===== config.mk =====
export PLATFORM = sky130hd
export DESIGN_NAME = nvr_ctrl
export DESIGN_NICKNAME = d
export VERILOG_FILES = /design/src/design/nvr_pkg.sv /design/src/design/nvr_ctrl.sv
export SDC_FILE = /design/constraint.sdc
export NUM_CORES = 1
export LEC_CHECK = 0
export ABC_CLOCK_PERIOD_IN_PS = 1700
export BUFFER_PORTS_ARGS = -buffer_cell sky130_fd_sc_hd__clkbuf_2
export CORE_MARGIN = 3
export CORE_UTILIZATION = 51
export CTS_CLUSTER_DIAMETER = 30
export CTS_CLUSTER_SIZE = 40
export DETAILED_ROUTE_END_ITERATION = 7
export PLACE_DENSITY_LB_ADDON = 0.15
export SLEW_MARGIN = 0
export SYNTH_ARGS = -nofsm -noshare
export SYNTH_HDL_FRONTEND = slang
export SYNTH_SLANG_ARGS = --single-unit

===== constraint.sdc =====
create_clock -name clk -period 1.7 [get_ports clk]
set_input_delay 0.085 -clock clk [delete_from_list [all_inputs] [get_ports clk]]
set_output_delay 0.085 -clock clk [all_outputs]
set_load 0.005 [all_outputs]

===== src/design/nvr_pkg.sv =====
`timescale 1ns / 1ps

package nvr_pkg;

  localparam int MAX_WIDTH   = 512;
  localparam int MAX_HEIGHT  = 512;
  localparam int FRAME_BYTES = (MAX_WIDTH * MAX_HEIGHT * 3) / 2;

  localparam int ADDR_W    = $clog2(FRAME_BYTES);
  localparam int IDX_W     = 19;
  localparam int PIX_W     = 8;
  localparam int DIM_W     = 10;
  localparam int FRAC_W    = 16;
  localparam int COORD_W   = $clog2(MAX_WIDTH > MAX_HEIGHT ? MAX_WIDTH : MAX_HEIGHT);
  localparam int DVD_W     = DIM_W + FRAC_W;
  localparam int SCALE_W   = DVD_W - 1;
  localparam int POS_W     = SCALE_W + COORD_W;
  localparam int LO_W      = POS_W - FRAC_W;
  localparam int WGT_W     = FRAC_W + 1;
  localparam int HSUM_W    = PIX_W + FRAC_W;
  localparam int CNT_W     = 5;
  localparam int CFG_IDX_W = 2;

  localparam logic [CNT_W-1:0] CFG_DIV_STEPS = CNT_W'(DVD_W);
  localparam logic [CNT_W-1:0] REQ_DIV_STEPS = CNT_W'(IDX_W);

  typedef enum logic [CFG_IDX_W-1:0] {
    REG_SRC_W = 2'd0,
    REG_SRC_H = 2'd1,
    REG_DST_W = 2'd2,
    REG_DST_H = 2'd3
  } cfg_reg_t;

  typedef enum logic [1:0] {
    CRN_LL = 2'd0,
    CRN_LH = 2'd1,
    CRN_HL = 2'd2,
    CRN_HH = 2'd3
  } corner_t;

  typedef struct packed {
    logic    mem_wr;
    logic    req_cap;
    logic    cdiv_start;
    logic    cdiv_y;
    logic    rdiv_start;
    logic    sel_cap;
    logic    ax_x;
    logic    ax_y;
    logic    row_cap;
    logic    rd_en;
    corner_t rd_corner;
    logic    cap_en;
    corner_t cap_corner;
    logic    hor;
    logic    ver;
    logic    out_load;
  } ctrl_cmd_t;

  typedef struct packed {
    logic div_done;
    logic zero;
  } dp_status_t;

endpackage


===== src/design/nvr_ctrl.sv =====
`timescale 1ns / 1ps

module nvr_ctrl import nvr_pkg::*; (
  input  logic                 clk,
  input  logic                 rst_n,
  input  logic                 in_valid,
  input  logic                 in_kind,
  output logic                 in_ready,
  output logic                 out_valid,
  input  logic                 out_ready,
  input  logic                 cfg_we,
  input  logic [CFG_IDX_W-1:0] cfg_index,
  input  dp_status_t           st,
  output ctrl_cmd_t            cmd
);

  typedef enum logic [15:0] {
    S_IDLE = 16'h0001,
    S_CDIV = 16'h0002,
    S_PREP = 16'h0004,
    S_RDIV = 16'h0008,
    S_SEL  = 16'h0010,
    S_AXX  = 16'h0020,
    S_AXY  = 16'h0040,
    S_ROW  = 16'h0080,
    S_RD0  = 16'h0100,
    S_RD1  = 16'h0200,
    S_RD2  = 16'h0400,
    S_RD3  = 16'h0800,
    S_RDQ  = 16'h1000,
    S_HOR  = 16'h2000,
    S_VER  = 16'h4000,
    S_OUT  = 16'h8000
  } state_t;

  state_t state_r, state_nxt;
  logic   pend_x_r, pend_x_nxt;
  logic   pend_y_r, pend_y_nxt;
  logic   out_valid_r, out_valid_nxt;
  logic   cfg_x_hit, cfg_y_hit;

  assign cfg_x_hit = cfg_we && (cfg_reg_t'(cfg_index) == REG_SRC_W ||
                                cfg_reg_t'(cfg_index) == REG_DST_W);
  assign cfg_y_hit = cfg_we && (cfg_reg_t'(cfg_index) == REG_SRC_H ||
                                cfg_reg_t'(cfg_index) == REG_DST_H);

  always_comb begin
    state_nxt  = state_r;
    cmd        = '0;
    in_ready   = 1'b0;
    pend_x_nxt = pend_x_r;
    pend_y_nxt = pend_y_r;

    unique case (state_r)
      S_IDLE: begin
        if (pend_x_r) begin
          cmd.cdiv_start = 1'b1;
          pend_x_nxt     = 1'b0;
          state_nxt      = S_CDIV;
        end else if (pend_y_r) begin
          cmd.cdiv_start = 1'b1;
          cmd.cdiv_y     = 1'b1;
          pend_y_nxt     = 1'b0;
          state_nxt      = S_CDIV;
        end else begin
          in_ready = 1'b1;
          if (in_valid) begin
            if (in_kind) begin
              cmd.req_cap = 1'b1;
              state_nxt   = S_PREP;
            end else begin
              cmd.mem_wr = 1'b1;
            end
          end
        end
      end
      S_CDIV: if (st.div_done) state_nxt = S_IDLE;
      S_PREP: begin
        cmd.rdiv_start = 1'b1;
        state_nxt      = S_RDIV;
      end
      S_RDIV: if (st.div_done) state_nxt = S_SEL;
      S_SEL: begin
        cmd.sel_cap = 1'b1;
        state_nxt   = S_AXX;
      end
      S_AXX: begin
        cmd.ax_x  = 1'b1;
        state_nxt = st.zero ? S_OUT : S_AXY;
      end
      S_AXY: begin
        cmd.ax_y  = 1'b1;
        state_nxt = S_ROW;
      end
      S_ROW: begin
        cmd.row_cap = 1'b1;
        state_nxt   = S_RD0;
      end
      S_RD0: begin
        cmd.rd_en     = 1'b1;
        cmd.rd_corner = CRN_LL;
        state_nxt     = S_RD1;
      end
      S_RD1: begin
        cmd.rd_en      = 1'b1;
        cmd.rd_corner  = CRN_LH;
        cmd.cap_en     = 1'b1;
        cmd.cap_corner = CRN_LL;
        state_nxt      = S_RD2;
      end
      S_RD2: begin
        cmd.rd_en      = 1'b1;
        cmd.rd_corner  = CRN_HL;
        cmd.cap_en     = 1'b1;
        cmd.cap_corner = CRN_LH;
        state_nxt      = S_RD3;
      end
      S_RD3: begin
        cmd.rd_en      = 1'b1;
        cmd.rd_corner  = CRN_HH;
        cmd.cap_en     = 1'b1;
        cmd.cap_corner = CRN_HL;
        state_nxt      = S_RDQ;
      end
      S_RDQ: begin
        cmd.cap_en     = 1'b1;
        cmd.cap_corner = CRN_HH;
        state_nxt      = S_HOR;
      end
      S_HOR: begin
        cmd.hor   = 1'b1;
        state_nxt = S_VER;
      end
      S_VER: begin
        cmd.ver   = 1'b1;
        state_nxt = S_OUT;
      end
      S_OUT: begin
        if (!out_valid_r || out_ready) begin
          cmd.out_load = 1'b1;
          state_nxt    = S_IDLE;
        end
      end
      default: state_nxt = S_IDLE;
    endcase

    // A size write always reruns the division for its axis.
    if (cfg_x_hit) pend_x_nxt = 1'b1;
    if (cfg_y_hit) pend_y_nxt = 1'b1;
  end

  always_comb begin
    out_valid_nxt = out_valid_r;
    if (cmd.out_load) out_valid_nxt = 1'b1;
    else if (out_ready) out_valid_nxt = 1'b0;
  end

  always_ff @(posedge clk) begin
    if (!rst_n) begin
      state_r     <= S_IDLE;
      pend_x_r    <= 1'b0;
      pend_y_r    <= 1'b0;
      out_valid_r <= 1'b0;
    end else begin
      state_r     <= state_nxt;
      pend_x_r    <= pend_x_nxt;
      pend_y_r    <= pend_y_nxt;
      out_valid_r <= out_valid_nxt;
    end
  end

  assign out_valid = out_valid_r;

`ifndef SYNTHESIS
  a_div_done_state: assert property (@(posedge clk) disable iff (!rst_n)
    st.div_done |-> (state_r == S_CDIV || state_r == S_RDIV))
    else $error("divider finished outside a divide state");

  a_out_no_overwrite: assert property (@(posedge clk) disable iff (!rst_n)
    cmd.out_load |-> (!out_valid_r || out_ready))
    else $error("result register overwritten before transfer");

  a_request_starts: assert property (@(posedge clk) disable iff (!rst_n)
    (in_valid && in_ready && in_kind) |=> (state_r == S_PREP))
    else $error("accepted request did not start");

  a_cfg_blocks_input: assert property (@(posedge clk) disable iff (!rst_n)
    cfg_we |=> !in_ready)
    else $error("input accepted before scale update");
`endif

endmodule

==> out/metrics.cfg <==
[run_status]
status=finished with violations
violations=setup timing

[synth]
syn_inst=132
synth_area_leaders=dfxtp_1 34%, nor2_1 5.0%, nor4b_1 4.7%
yosysSeqAreaShare=0.339
yosys.area.top_type_share=0.339
netlist_area_sq_um=1120
async_reset_ff_frac=0
synth-edff-count=0
syn_nets=142
yosysWarnings=0
ys_seq_elements=19
synth.distinct_cells=41
avgSynthCellArea_sq_um=8.49
synth_ff_type=dfxtp_1
synth_top_area_cell=dfxtp_1

[clock_network]
ctsRootBufferMaster=clkbuf_4
cts_buffers=3
cts.sinks=19
htreeDepth=1
clock_latency_ns=0.31
clk_pin_slew_ns=0.12
clockBufferDepth=2
tritoncts=yes

[sta]
setup_ws_ns=-0.407
min_period_over_period=1.24
fmax_ghz=0.475
rsz0062_at_grt=yes
setup_violations=27
finalHoldViolCount=0
drv_slew=0
tightest_slew_ns=0.567
fin_skew_ns=0.00438
max_slew_margin=0.621
period_needed_ns=2.11
hold_ws_ns=0.0542
setup_tns_ns=-6.26

[power]
power.switching_w=0.000471
combPwrFrac=0.434
clock_power_share=0.195
intPower_w=0.000815
swShare=0.366
p_leak_nw=0.859
p_per_area_nw_per_um2=660
power.share.sequential=0.372
irDropWorstVdd_mv=0.770

[critical_path]
max_stage_delay_ns=0.36
r2r_slack_ns=-0.29
r2r_end=state_r[3]$_SDFFE_PN0P_
worstPathArrival_ns=2.02
cp_cell_sequence=nor4_2, buf_4, nand4b_1, nor2_2, nand3b_1, nand3b_1, buf_2
worstPathMaxFanout=4
endpoint=cmd[5]
crit_path_start=state_r[15]$_SDFFE_PN0P_
path_class=reg -> out
rr_startpoint=state_r[7]$_SDFFE_PN0P_
r2r_cells=10
crit_top_cell=nand3b_1
slowest_stage=dfxtp_2
end_kind=output port
crit_path_start_kind=register
required_ns=1.62

[finish]
nFillCells=39
drive_gt1_frac=0.626
final_common_cell=buf_4
layout_common_cells=34 x buf_4, 16 x clkbuf_2, 13 x buf_6
area_growth_pct=74.0
diodes=0
nNetsFinal=217

[grt]
grt_antenna_before_repair=0
grt_pass1_vias=1282
overflow=0
grt_pass1_wl_mm=5.65
grtUsageTotal=0.281
grt_max_degree=14

[routing]
vias=1586
drt-pass1-iter-count=7
drtAntennaViolNets=0
routedWlPerCell_um=24.5
remaining_drc_errors=0
routed_wl_mm=5.71
vias_per_cell=6.81
first_iter_violations=92

[die]
coreArea_sq_um=2020
initial_utilization=0.554
ioPinCount=30
die_h_um=52.9
die_w_um=52.9
core.rowCount=16
die-area_sq_um=2800

[place]
gp_congestion=0.790
numPortBuffers=28
hpwl_mm=2.21

[flow_run]
drv_cap=0

[worst_hold_path]
hp-class=in -> reg

-- layer usage --
layer | vias to the layer above | share of wire | wire, um | global-route usage
met5 | - | 0 | 0 | 0
met4 | 0 | 0.096 | 548 | 0.209
met3 | 61 | 0.11 | 606 | 0.0676
met2 | 157 | 0.46 | 2640 | 0.502
met1 | 735 | 0.34 | 1920 | 0.277
li1 | 633 | - | - | -
-- power by group through the flow --
stage	Combinational [W]	Clock (W)	Sequential (W)
global route	0.000580	0.000259	0.000478
detailed placement	0.000283	0	0.000482
floorplan	0.000162	0	0.000484
finish	0.000558	0.000251	0.000478
CTS	0.000377	0.000247	0.000470
global placement	0.000273	0	0.000481
-- cells by family (layout without fill, tap and decap cells) --
| family | after synthesis | count (layout) | share of synthesized area |
|---|---|---|---|
| AO/OA/AOI/OAI | 20 | 20 | 0.119 |
| XOR/XNOR | 5 | 5 | 0.0391 |
| buffers and inverters | 8 | 82 | 0.0312 |
| flip-flops | 19 | 19 | 0.339 |
| AND/OR/NAND/NOR | 80 | 80 | 0.471 |
-- registers in the layout, summed over array words and instances (netlist names) --
signal,count
state_r,16
out_valid,1
pend_x_r,1
pend_y_r,1
-- final cells by class --
cell class	instances	area (sq um)	share of cell area
inverter	3	11.3	0.00577
clock buffer	4	26.3	0.0135
timing repair buffer	75	547	0.280
multi-input combinational	105	936	0.480
tap	27	33.8	0.0173
sequential	19	397	0.203
-- synth_stat cells (3+ instances only) --
cell type / count
o21ai_0: 5
nor4b_1: 6
clkbuf_1: 3
nor4_1: 4
nor3b_1: 4
inv_1: 3
nor2_1: 15
xor2_1: 3
a21oi_1: 4
nand3_1: 3
dfxtp_1: 19
nand2b_1: 4
a211oi_1: 3
nor3_1: 9
nand2_1: 12
-- worst max-delay path: cells and delay by family (launching register included) --
kind / cells / cell delay [ns]
buffers and inverters: 2 / 0.33
flip-flops: 1 / 0.36
AND/OR/NAND/NOR: 5 / 1.02
-- per-stage QoR --
step	util	cells	power [W]	area, sq um	worst slack [ns]
3_3_place_gp	0.699	201	0.000754	1410	0.111
3_5_place_dp	0.699	201	0.000765	1410	0.0506
4_1_cts	0.823	223	0.00109	1660	-0.218
6_report	0.965	233	0.00129	1950	-0.407
5_1_grt	0.965	233	0.00132	1950	-0.450
2_1_floorplan	-	132	0.000647	1120	0.118
-- worst min-delay path by stage --
| stage | startpoint | endpoint | slack (ns) | depth (start not counted) |
|---|---|---|---|---|
| 5_1_grt | rst_n | state_r[0]$_SDFFE_PN1P_ | 0.06 | 2 |
| 6_report | rst_n | state_r[0]$_SDFFE_PN1P_ | 0.05 | 2 |
| 3_5_place_dp | st[0] | state_r[6]$_SDFFE_PN0P_ | 0.28 | 2 |
| 2_1_floorplan | st[0] | state_r[6]$_SDFFE_PN0P_ | 0.16 | 1 |
| 4_1_cts | rst_n | state_r[0]$_SDFFE_PN1P_ | 0.03 | 2 |
| 3_3_place_gp | st[0] | state_r[6]$_SDFFE_PN0P_ | 0.26 | 2 |
-- repair_timing --
action	CTS	global route
gates cloned	0	0
buffers inserted	17	11
pin swaps	11	15
hold buffers	1	0
gates resized for setup	24	55
endpoints found under the hold margin	1	0
setup endpoints to repair	18	28
Power figures use the tool's default switching activity.
